--- src/rtl/rae_pkg.sv ---
// ----------------------------------------------------------------------------
// rae_pkg
// shared constants, codes and controller/datapath interface types for the
// register alu execute block
// ----------------------------------------------------------------------------
package rae_pkg;

   localparam int REG_COUNT       = 32;
   localparam int INDEX_WIDTH     = $clog2(REG_COUNT);
   localparam int DATA_WIDTH      = 32;
   localparam int SHAMT_WIDTH     = 5;
   localparam int DIV_COUNT_WIDTH = $clog2(DATA_WIDTH);
   localparam logic [DIV_COUNT_WIDTH-1:0] DIV_LAST = DIV_COUNT_WIDTH'(DATA_WIDTH - 1);

   // instruction types
   localparam logic ACTION_REG = 1'b0;
   localparam logic ACTION_IMM = 1'b1;

   // operation codes
   localparam logic [7:0] OP_ADD  = 8'h01;
   localparam logic [7:0] OP_SUB  = 8'h02;
   localparam logic [7:0] OP_AND  = 8'h03;
   localparam logic [7:0] OP_OR   = 8'h04;
   localparam logic [7:0] OP_XOR  = 8'h05;
   localparam logic [7:0] OP_SLL  = 8'h06;
   localparam logic [7:0] OP_SRL  = 8'h07;
   localparam logic [7:0] OP_SRA  = 8'h08;
   localparam logic [7:0] OP_MUL  = 8'h09;
   localparam logic [7:0] OP_DIV  = 8'h0A;
   localparam logic [7:0] OP_REM  = 8'h0B;
   localparam logic [7:0] OP_GAP  = 8'h0C;
   localparam logic [7:0] OP_MOV  = 8'h0D;
   localparam logic [7:0] OP_NOT  = 8'h0E;
   localparam logic [7:0] OP_NEG  = 8'h0F;
   localparam logic [7:0] OP_ADDI = 8'h10;
   localparam logic [7:0] OP_SUBI = 8'h11;
   localparam logic [7:0] OP_ANDI = 8'h12;

   typedef enum logic [1:0] {
      STATUS_WRITTEN   = 2'd0,
      STATUS_UNHANDLED = 2'd1,
      STATUS_DIV_ZERO  = 2'd2
   } status_type;

   // commands from the controller to the datapath
   typedef struct packed {
      logic capture;
      logic exec;
      logic div_start;
      logic div_step;
      logic div_finish;
      logic commit;
   } ctrl_cmd_type;

   // status from the datapath to the controller
   typedef struct packed {
      logic need_div;
      logic div_last;
   } dp_status_type;

endpackage

--- src/rtl/rae_regfile.sv ---
// ----------------------------------------------------------------------------
// rae_regfile
// general register file, one write port and two registered read ports,
// per-entry valid bits so that reset reads back as zero
// ----------------------------------------------------------------------------
module rae_regfile
   import rae_pkg::*;
(
   input  logic                   clock,
   input  logic                   reset,
   input  logic                   rd_en,
   input  logic [INDEX_WIDTH-1:0] rd1_index,
   input  logic [INDEX_WIDTH-1:0] rd2_index,
   output logic [DATA_WIDTH-1:0]  rd1_data,
   output logic [DATA_WIDTH-1:0]  rd2_data,
   input  logic                   wr_en,
   input  logic [INDEX_WIDTH-1:0] wr_index,
   input  logic [DATA_WIDTH-1:0]  wr_data
);

   logic [DATA_WIDTH-1:0] reg_mem_ff [REG_COUNT];
   logic [REG_COUNT-1:0]  valid_ff;
   logic [REG_COUNT-1:0]  valid_in;
   logic [DATA_WIDTH-1:0] rd1_data_ff;
   logic [DATA_WIDTH-1:0] rd2_data_ff;
   logic                  rd1_valid_ff;
   logic                  rd2_valid_ff;

   always_comb begin
      valid_in = valid_ff;
      if (wr_en) begin
         valid_in[wr_index] = 1'b1;
      end
   end

   always_ff @(posedge clock) begin
      if (reset) begin
         valid_ff <= '0;
      end else begin
         valid_ff <= valid_in;
      end
   end

   always_ff @(posedge clock) begin
      if (wr_en) begin
         reg_mem_ff[wr_index] <= wr_data;
      end
   end

   always_ff @(posedge clock) begin
      if (rd_en) begin
         rd1_data_ff  <= reg_mem_ff[rd1_index];
         rd2_data_ff  <= reg_mem_ff[rd2_index];
         rd1_valid_ff <= valid_ff[rd1_index];
         rd2_valid_ff <= valid_ff[rd2_index];
      end
   end

   // never-written entries read as zero
   assign rd1_data = rd1_valid_ff ? rd1_data_ff : '0;
   assign rd2_data = rd2_valid_ff ? rd2_data_ff : '0;

endmodule

--- src/rtl/rae_datapath.sv ---
// ----------------------------------------------------------------------------
// rae_datapath
// operand capture, alu, iterative signed divider, result and response
// registers, register file
// ----------------------------------------------------------------------------
module rae_datapath
   import rae_pkg::*;
(
   input  logic                   clock,
   input  logic                   reset,
   input  ctrl_cmd_type           cmd,
   output dp_status_type          status,
   input  logic                   req_action,
   input  logic [7:0]             req_opcode,
   input  logic [INDEX_WIDTH-1:0] req_dest_index,
   input  logic [INDEX_WIDTH-1:0] req_src1_index,
   input  logic [INDEX_WIDTH-1:0] req_src2_index,
   input  logic signed [31:0]     req_immediate,
   output logic [1:0]             rsp_status,
   output logic [INDEX_WIDTH-1:0] rsp_written_index,
   output logic [DATA_WIDTH-1:0]  rsp_written_value
);

   logic                       action_ff, action_in;
   logic [7:0]                 opcode_ff, opcode_in;
   logic [INDEX_WIDTH-1:0]     dest_ff, dest_in;
   logic [DATA_WIDTH-1:0]      imm_ff, imm_in;
   logic [DATA_WIDTH-1:0]      result_ff, result_in;
   status_type                 status_ff, status_in;
   logic [DATA_WIDTH-1:0]      rem_ff, rem_in;
   logic [DATA_WIDTH-1:0]      quo_ff, quo_in;
   logic [DATA_WIDTH-1:0]      dvs_ff, dvs_in;
   logic                       neg_quo_ff, neg_quo_in;
   logic                       neg_rem_ff, neg_rem_in;
   logic                       want_rem_ff, want_rem_in;
   logic [DIV_COUNT_WIDTH-1:0] div_count_ff, div_count_in;
   status_type                 rsp_status_ff, rsp_status_in;
   logic [INDEX_WIDTH-1:0]     rsp_index_ff, rsp_index_in;
   logic [DATA_WIDTH-1:0]      rsp_value_ff, rsp_value_in;

   logic [DATA_WIDTH-1:0] op_a;
   logic [DATA_WIDTH-1:0] op_b;
   logic [DATA_WIDTH-1:0] product;
   logic [DATA_WIDTH-1:0] exec_value;
   status_type            exec_status;
   logic                  exec_need_div;
   logic                  handled;
   logic [DATA_WIDTH:0]   div_shifted;
   logic [DATA_WIDTH:0]   div_diff;
   logic                  rf_wr_en;

   rae_regfile u_regfile (
      .clock     (clock),
      .reset     (reset),
      .rd_en     (cmd.capture),
      .rd1_index (req_src1_index),
      .rd2_index (req_src2_index),
      .rd1_data  (op_a),
      .rd2_data  (op_b),
      .wr_en     (rf_wr_en),
      .wr_index  (dest_ff),
      .wr_data   (result_ff)
   );

   assign product = op_a * op_b;

   always_comb begin
      if (opcode_ff >= OP_OR && opcode_ff <= OP_NEG && opcode_ff != OP_GAP) begin
         handled = 1'b1;
      end else if (action_ff == ACTION_REG) begin
         handled = (opcode_ff >= OP_ADD) && (opcode_ff <= OP_AND);
      end else begin
         handled = (opcode_ff >= OP_ADDI) && (opcode_ff <= OP_ANDI);
      end
   end

   always_comb begin
      exec_value    = '0;
      exec_status   = STATUS_WRITTEN;
      exec_need_div = 1'b0;
      priority if (!handled) begin
         exec_status = STATUS_UNHANDLED;
      end else if (dest_ff == '0) begin
         exec_value = '0;
      end else begin
         unique case (opcode_ff)
            OP_ADD:  exec_value = op_a + op_b;
            OP_SUB:  exec_value = op_a - op_b;
            OP_AND:  exec_value = op_a & op_b;
            OP_OR:   exec_value = op_a | op_b;
            OP_XOR:  exec_value = op_a ^ op_b;
            OP_SLL:  exec_value = op_a << op_b[SHAMT_WIDTH-1:0];
            OP_SRL:  exec_value = op_a >> op_b[SHAMT_WIDTH-1:0];
            OP_SRA:  exec_value = DATA_WIDTH'($signed(op_a) >>> op_b[SHAMT_WIDTH-1:0]);
            OP_MUL:  exec_value = product;
            OP_DIV, OP_REM: begin
               if (op_b == '0) begin
                  exec_status = STATUS_DIV_ZERO;
               end else begin
                  exec_need_div = 1'b1;
               end
            end
            OP_MOV:  exec_value = op_a;
            OP_NOT:  exec_value = ~op_a;
            OP_NEG:  exec_value = '0 - op_a;
            OP_ADDI: exec_value = op_a + imm_ff;
            OP_SUBI: exec_value = op_a - imm_ff;
            default: exec_value = op_a & imm_ff;
         endcase
      end
   end

   // one restoring step of the unsigned divider
   assign div_shifted = {rem_ff, quo_ff[DATA_WIDTH-1]};
   assign div_diff    = div_shifted - {1'b0, dvs_ff};

   always_comb begin
      action_in     = action_ff;
      opcode_in     = opcode_ff;
      dest_in       = dest_ff;
      imm_in        = imm_ff;
      result_in     = result_ff;
      status_in     = status_ff;
      rem_in        = rem_ff;
      quo_in        = quo_ff;
      dvs_in        = dvs_ff;
      neg_quo_in    = neg_quo_ff;
      neg_rem_in    = neg_rem_ff;
      want_rem_in   = want_rem_ff;
      div_count_in  = div_count_ff;
      rsp_status_in = rsp_status_ff;
      rsp_index_in  = rsp_index_ff;
      rsp_value_in  = rsp_value_ff;

      if (cmd.capture) begin
         action_in = req_action;
         opcode_in = req_opcode;
         dest_in   = req_dest_index;
         imm_in    = DATA_WIDTH'($unsigned(req_immediate));
      end
      if (cmd.exec) begin
         result_in = exec_value;
         status_in = exec_status;
      end
      if (cmd.div_start) begin
         quo_in       = op_a[DATA_WIDTH-1] ? ('0 - op_a) : op_a;
         dvs_in       = op_b[DATA_WIDTH-1] ? ('0 - op_b) : op_b;
         rem_in       = '0;
         neg_quo_in   = op_a[DATA_WIDTH-1] ^ op_b[DATA_WIDTH-1];
         neg_rem_in   = op_a[DATA_WIDTH-1];
         want_rem_in  = (opcode_ff == OP_REM);
         div_count_in = '0;
      end
      if (cmd.div_step) begin
         if (!div_diff[DATA_WIDTH]) begin
            rem_in = div_diff[DATA_WIDTH-1:0];
            quo_in = {quo_ff[DATA_WIDTH-2:0], 1'b1};
         end else begin
            rem_in = div_shifted[DATA_WIDTH-1:0];
            quo_in = {quo_ff[DATA_WIDTH-2:0], 1'b0};
         end
         div_count_in = div_count_ff + 1'b1;
      end
      if (cmd.div_finish) begin
         if (want_rem_ff) begin
            result_in = neg_rem_ff ? ('0 - rem_ff) : rem_ff;
         end else begin
            result_in = neg_quo_ff ? ('0 - quo_ff) : quo_ff;
         end
      end
      if (cmd.commit) begin
         rsp_status_in = status_ff;
         rsp_index_in  = dest_ff;
         rsp_value_in  = (status_ff == STATUS_WRITTEN) ? result_ff : '0;
      end
   end

   always_ff @(posedge clock) begin
      action_ff     <= action_in;
      opcode_ff     <= opcode_in;
      dest_ff       <= dest_in;
      imm_ff        <= imm_in;
      result_ff     <= result_in;
      status_ff     <= status_in;
      rem_ff        <= rem_in;
      quo_ff        <= quo_in;
      dvs_ff        <= dvs_in;
      neg_quo_ff    <= neg_quo_in;
      neg_rem_ff    <= neg_rem_in;
      want_rem_ff   <= want_rem_in;
      div_count_ff  <= div_count_in;
      rsp_status_ff <= rsp_status_in;
      rsp_index_ff  <= rsp_index_in;
      rsp_value_ff  <= rsp_value_in;
   end

   assign rf_wr_en = cmd.commit && (status_ff == STATUS_WRITTEN);

   assign status.need_div = exec_need_div;
   assign status.div_last = (div_count_ff == DIV_LAST);

   assign rsp_status        = rsp_status_ff;
   assign rsp_written_index = rsp_index_ff;
   assign rsp_written_value = rsp_value_ff;

endmodule

--- src/rtl/rae_control.sv ---
// ----------------------------------------------------------------------------
// rae_control
// sequencing state machine: accept, execute, divide, sign fix, commit, and
// the response valid flag
// ----------------------------------------------------------------------------
module rae_control
   import rae_pkg::*;
(
   input  logic          clock,
   input  logic          reset,
   input  logic          req_valid,
   output logic          req_stall,
   output logic          rsp_valid,
   input  logic          rsp_stall,
   input  dp_status_type status,
   output ctrl_cmd_type  cmd
);

   typedef enum logic [4:0] {
      ST_IDLE   = 5'b00001,
      ST_EXEC   = 5'b00010,
      ST_DIVIDE = 5'b00100,
      ST_FIX    = 5'b01000,
      ST_WRITE  = 5'b10000
   } state_type;

   state_type state_ff, state_in;
   logic      rsp_valid_ff, rsp_valid_in;
   logic      rsp_free;

   // response slot can take a new transaction this cycle
   assign rsp_free = !rsp_valid_ff || !rsp_stall;

   always_comb begin
      state_in = state_ff;
      cmd      = '0;
      unique case (state_ff)
         ST_IDLE: begin
            if (req_valid) begin
               cmd.capture = 1'b1;
               state_in    = ST_EXEC;
            end
         end
         ST_EXEC: begin
            cmd.exec = 1'b1;
            if (status.need_div) begin
               cmd.div_start = 1'b1;
               state_in      = ST_DIVIDE;
            end else begin
               state_in = ST_WRITE;
            end
         end
         ST_DIVIDE: begin
            cmd.div_step = 1'b1;
            if (status.div_last) begin
               state_in = ST_FIX;
            end
         end
         ST_FIX: begin
            cmd.div_finish = 1'b1;
            state_in       = ST_WRITE;
         end
         ST_WRITE: begin
            if (rsp_free) begin
               cmd.commit = 1'b1;
               state_in   = ST_IDLE;
            end
         end
         default: begin
            state_in = ST_IDLE;
         end
      endcase
   end

   always_comb begin
      rsp_valid_in = rsp_valid_ff;
      if (cmd.commit) begin
         rsp_valid_in = 1'b1;
      end else if (!rsp_stall) begin
         rsp_valid_in = 1'b0;
      end
   end

   always_ff @(posedge clock) begin
      if (reset) begin
         state_ff     <= ST_IDLE;
         rsp_valid_ff <= 1'b0;
      end else begin
         state_ff     <= state_in;
         rsp_valid_ff <= rsp_valid_in;
      end
   end

   assign req_stall = (state_ff != ST_IDLE);
   assign rsp_valid = rsp_valid_ff;

endmodule

--- src/rtl/register_alu_execute.sv ---
// ----------------------------------------------------------------------------
// register_alu_execute
// executes one register-type or immediate-type integer instruction at a time
// against a 32 x 32-bit register file and reports one result per transaction
// ----------------------------------------------------------------------------
//
//   channel   direction   handshake             payload
//   req       in          req_valid/req_stall   action, opcode, dest/src1/src2
//                                               index, immediate
//   rsp       out         rsp_valid/rsp_stall   status, written_index,
//                                               written_value
//
// - a transaction runs from acceptance through capture with register read,
//   execute and commit; divide and remainder add the 32 steps of the
//   one-bit-per-cycle restoring divider and a sign-fix step before commit
// - one transaction at a time: req_stall is high from acceptance until the
//   result is committed to the response register
// - the response register frees the engine: the next transaction is taken
//   while a result still waits on rsp_stall; commit waits only if the slot
//   is still occupied
// - synchronous active-high reset clears the controller, the response valid
//   and the register file valid bits, so every register reads zero at once
//
module register_alu_execute
   import rae_pkg::*;
(
   input  logic                   clock,
   input  logic                   reset,
   // request channel
   input  logic                   req_valid,
   output logic                   req_stall,
   input  logic                   req_action,
   input  logic [7:0]             req_opcode,
   input  logic [INDEX_WIDTH-1:0] req_dest_index,
   input  logic [INDEX_WIDTH-1:0] req_src1_index,
   input  logic [INDEX_WIDTH-1:0] req_src2_index,
   input  logic signed [31:0]     req_immediate,
   // response channel
   output logic                   rsp_valid,
   input  logic                   rsp_stall,
   output logic [1:0]             rsp_status,
   output logic [INDEX_WIDTH-1:0] rsp_written_index,
   output logic [DATA_WIDTH-1:0]  rsp_written_value
);

   // controller to datapath commands and datapath feedback
   ctrl_cmd_type  cmd;
   dp_status_type dp_status;

   // sequencing, handshakes and response valid
   rae_control u_control (
      .clock     (clock),
      .reset     (reset),
      .req_valid (req_valid),
      .req_stall (req_stall),
      .rsp_valid (rsp_valid),
      .rsp_stall (rsp_stall),
      .status    (dp_status),
      .cmd       (cmd)
   );

   // register file, alu, divider and response payload
   rae_datapath u_datapath (
      .clock             (clock),
      .reset             (reset),
      .cmd               (cmd),
      .status            (dp_status),
      .req_action        (req_action),
      .req_opcode        (req_opcode),
      .req_dest_index    (req_dest_index),
      .req_src1_index    (req_src1_index),
      .req_src2_index    (req_src2_index),
      .req_immediate     (req_immediate),
      .rsp_status        (rsp_status),
      .rsp_written_index (rsp_written_index),
      .rsp_written_value (rsp_written_value)
   );

endmodule

--- config.mk ---
export PLATFORM = sky130hd
export DESIGN_NAME = register_alu_execute
export DESIGN_NICKNAME = d
export VERILOG_FILES = /design/src/rtl/rae_pkg.sv /design/src/rtl/rae_regfile.sv /design/src/rtl/rae_datapath.sv /design/src/rtl/rae_control.sv /design/src/rtl/register_alu_execute.sv
export SDC_FILE = /design/constraint.sdc
export NUM_CORES = 2
export LEC_CHECK = 0
export BUFFER_PORTS_ARGS = -buffer_cell sky130_fd_sc_hd__buf_2
export CAP_MARGIN = 30
export CORE_MARGIN = 8
export CORE_UTILIZATION = 54
export CTS_BUF_LIST = sky130_fd_sc_hd__clkbuf_2
export CTS_CLUSTER_SIZE = 12
export DETAILED_ROUTE_END_ITERATION = 12
export PLACE_DENSITY = 0.77
export SLEW_MARGIN = 20
export SYNTH_ARGS = -nofsm -noshare
export SYNTH_HDL_FRONTEND = slang
export SYNTH_SLANG_ARGS = --single-unit
--- constraint.sdc ---
create_clock -name clock -period 11 [get_ports clock]
set_input_delay 2.2 -clock clock [delete_from_list [all_inputs] [get_ports clock]]
set_output_delay 2.2 -clock clock [all_outputs]
set_load 0.005 [all_outputs]
==> reports/results.env <==
STATUS='finished, final reports clean'
MAX_SLEW_MARGIN=0.231
SYNTH_SEQ_CELLS=1351
POST-SYNTH-TOP-AREA-CELL='sky130_fd_sc_hd__edfxtp_1'
ROUTE.DETAILED.WL_PER_INST_UM=38.1
TOP_SIGNAL_LAYER_USED='met5'
DIE_HEIGHT_UM=422
FINAL_CELL_COUNT_WITHOUT_FILLERS=9619
GRT_PASS1_WL_MM=507
WL_MET1_MM=124
FF_TO_FF_END='u_datapath.result_ff[31]'
PLACEDCELLCOUNT=8969
SLEW_VIOL_FINAL=0
AREA_GROWTH_SYN_TO_LAYOUT_PCT=8.55
R2R_SETUP_SLACK_PS=950
WORST_PIN_SLEW_PS=1150
CP-END-KIND='flop'
CLK_ROOT_BUFFER_CELL='sky130_fd_sc_hd__clkbuf_2'
POST-CTS-SETUP-BUFFERS=0
SYNTH_SEQ_AREA_SHARE=0.452
ASYNC_RESET_FF_FRAC=0
VDD_IR_DROP_MAX_mV=0.357
NUMBER_OF_ENABLE_TYPE_REGISTER_CELLS_IN_THE_SYNTHESIZED_NETLIST=1313
STATIC-LEAKAGE-POWER_nW=35.2
WORST_HOLD_PATH_TYPE='flop to flop'
ANTENNA_LEFT=0
STARTPOINT='u_datapath.u_regfile.rd1_valid_ff'
REPORT.FINAL.SETUP_VIOL=0
TIMING_WORST_SETUP_PATH_TYPE='flop to flop'
H_TREE_LEVELS=5
HOLD-PATH-ENDPOINT='u_datapath.u_regfile.reg_mem_ff[19][16]'
RSZ0062_AT_GRT='false'
CLKSINKCOUNT=1351
AVGSYNTHCELLAREA_UM2=12.9
INITIAL_CORE_UTIL=0.541
CP-START-KIND='flop'
ANTENNA_FOUND_INITIAL=32
PLACEABLE_AREA_UM2=164000
YOSYS-TOP-CELLS-COUNT='1313 x sky130_fd_sc_hd__edfxtp_1, 675 x sky130_fd_sc_hd__nor2_1, 667 x sky130_fd_sc_hd__mux4_2, 521 x sky130_fd_sc_hd__nand2_1, 500 x sky130_fd_sc_hd__inv_1'
FIN_CRIT_PS=10050
GRT_PASS1_VIAS=67400
VIA_PER_INST=7.06
VIA_COUNT=67900
BEGINNING_OF_THE_WORST_HOLD_PATH='u_datapath.result_ff[16]'
TOTAL_POWER_W=0.0151
MET3ROUTEDLENGTH_MM=48.0
MAXCAPVIOLCOUNT=0
CRITPATHMOSTFREQUENTCELL='sky130_fd_sc_hd__fa_1'
DRT-INITIAL-DRC-COUNT=10200
SYN-CELL-AREA_UM2=88900
COMBINED_GLOBAL_ROUTE_UTILIZATION_OF_ALL_METAL_LAYERS=0.401
SYNTH.DISTINCT_CELLS=92
CP_SLOWEST_STAGE_DELAY_PS=770
LARGEST_FANOUT_ON_THE_CRITICAL_PATH=30
SETUP_TNS_PS=0
FP-ROW-COUNT=149
DIEAREA_UM2=178000
SYNTH_CELLS=6874
POSTSYNTHNETCOUNT=7587
MAIN_FLOP_TYPE_AFTER_SYNTHESIS='sky130_fd_sc_hd__edfxtp_1'
GPL.FINAL_WEIGHTED_CONGESTION=1.12
PORT-BUFFER-COUNT=100
TIMING.REG2REG.WORST_PATH_DEPTH=27
MAXIMUM_NUMBER_OF_PINS_ON_ONE_NET_BEFORE_GLOBAL_ROUTE_REPAIR=118
SYNTH.MOST_COMMON_CELL='sky130_fd_sc_hd__edfxtp_1'
SYNTH_LARGEST_TYPE_AREA_FRACTION=0.444
CTS_TREE='yes'
MAXCLOCKFREQUENCY_MHz=99.5
FIRST_PASS_ITERS=9
POST_DP_CELL_AREA_UM2=93000
GLOBAL_ROUTE_CONGESTION_OVERFLOW_TOTAL=0
FINALHOLDVIOLCOUNT=0
FIN_CRIT_SH=0.913
CLOCK_TREE.BUFFER_DEPTH=4
SYNTH_WARNINGS=0
R2R-START='u_datapath.u_regfile.rd1_valid_ff'
SYNTHTOPCELLSBYAREA='sky130_fd_sc_hd__edfxtp_1 44%, sky130_fd_sc_hd__mux4_2 17%, sky130_fd_sc_hd__fa_1 9.2%'
IOS=101
DETAIL_ROUTE_MET2_WL_MM=160
DRC=0
SETUP_CLOCK_SKEW_AFTER_LAYOUT_PS=270
PLACE.DETAILED.HPWL_MM=252
CRITICAL_PATH_BUFFERS_AND_INVERTERS=6
WORSTHOLDPATHCELLS=0
NUMBER_OF_CELLS_UPSIZED_OR_DOWNSIZED_AFTER_CTS=0
FIN_AREA_UM2=96500
FINISH.NET_COUNT=7878
POST_DETAILED_ROUTING_WIRE_LENGTH_MM=366
CPLARGESTDELAYFAMILY='adder cells'
CLKSLEWWORSTSETUPHOLDPATHS_PS=120
RATIO_OF_CELLS_WITH_DRIVE_ABOVE_1_IN_THE_FINAL_LAYOUT=0.241
TIMING.CRITICAL_PATH.SLOWEST_STAGE_CELL='sky130_fd_sc_hd__edfxtp_1'
CRITPATHREQUIREDTIME_PS=12350
CTS_HOLD_BUFFERS=0
CRITICAL_PATH_ARRIVAL_PS=11400
DIE_W_UM=422
WORSTSKEWPAIRLATENCY_PS=1790
POWER.DENSITY_CELL_AREA_nW_PER_UM2=156
CTS_MADE_BUFFERS=351
==> final cells by class <==
type / count / area (um2)
Timing Repair Buffer: 409 / 3250
Multi-Input combinational cell: 4538 / 45400
Sequential cell: 1351 / 40200
Antenna cell: 22 / 55.1
Clock buffer: 500 / 2500
Inverter: 514 / 1930
Tap cell: 2189 / 2740
Fill cell: 12800 / 67800
Clock inverter: 96 / 438
==> per-layer routing <==
layer / GRT usage / vias to the layer above
met5: 0 / -
met4: 0.295 / 16
met3: 0.128 / 1578
met2: 0.592 / 6099
met1: 0.496 / 33800
li1: - / 26500
==> through the flow <==
stage | util | hold WS, ps | setup WS (ps)
final | 0.587 | 463 | 953
after global routing | 0.587 | 485 | 715
after CTS | 0.584 | 474 | 1040
after detailed placement | 0.566 | 483 | 1120
after global placement | 0.565 | 461 | 1200
after floorplan | - | 427 | 2000
==> flip-flops by register name, summed over array words and instances (netlist names), 8 cells and up <==
register                          count
u_datapath.result_ff                 32
u_datapath.rsp_written_value         32
u_datapath.dvs_ff                    32
u_datapath.u_regfile.valid_ff        32
u_datapath.u_regfile.reg_mem_ff    1024
u_datapath.opcode_ff                  8
u_datapath.u_regfile.rd1_data_ff     32
u_datapath.u_regfile.rd2_data_ff     32
u_datapath.imm_ff                    32
u_datapath.quo_ff                    32
u_datapath.rem_ff                    32
==> worst max path at each step <==
stage                                    end  depth (start not counted)  slack (ps)
CTS                 u_datapath.result_ff[31]                         27        1040
finish              u_datapath.result_ff[31]                         27         950
global placement    u_datapath.result_ff[31]                         27        1200
detailed placement  u_datapath.result_ff[31]                         27        1120
floorplan           u_datapath.result_ff[31]                         31        2000
global route        u_datapath.result_ff[31]                         27         720
==> placed cells by master (no fill, tap or decap), drive strengths merged, types with 105 or more instances in the layout <==
cell type and count:
inv 504, a21oi 260, buf 403, mux4 667, xor2 106, xnor2 181, nand2 521, o21ai 314
edfxtp 1313, and2 105, nor2 675, clkbuf 506, fa 410, ha 243
==> where the power goes <==
part | switching, W | leakage (nW) | internal (W) | total [W]
Sequential | 0.000226 | 12.1 | 0.00573 | 0.00595
Combinational | 0.00371 | 20.8 | 0.00206 | 0.00577
Clock | 0.00210 | 2.29 | 0.00126 | 0.00336
Total | 0.00604 | 35.2 | 0.00904 | 0.0151
==> kinds of logic after synthesis <==
group / synth area share
and+or+nand+nor: 0.0855
DFF: 0.452
AOI/OAI and AO/OA: 0.0762
buffers and inverters: 0.0419
muxes: 0.188
adders and majority gates: 0.127
xor gates and xnor gates: 0.0296
No activity file was read; power rests on OpenSTA's default activity.
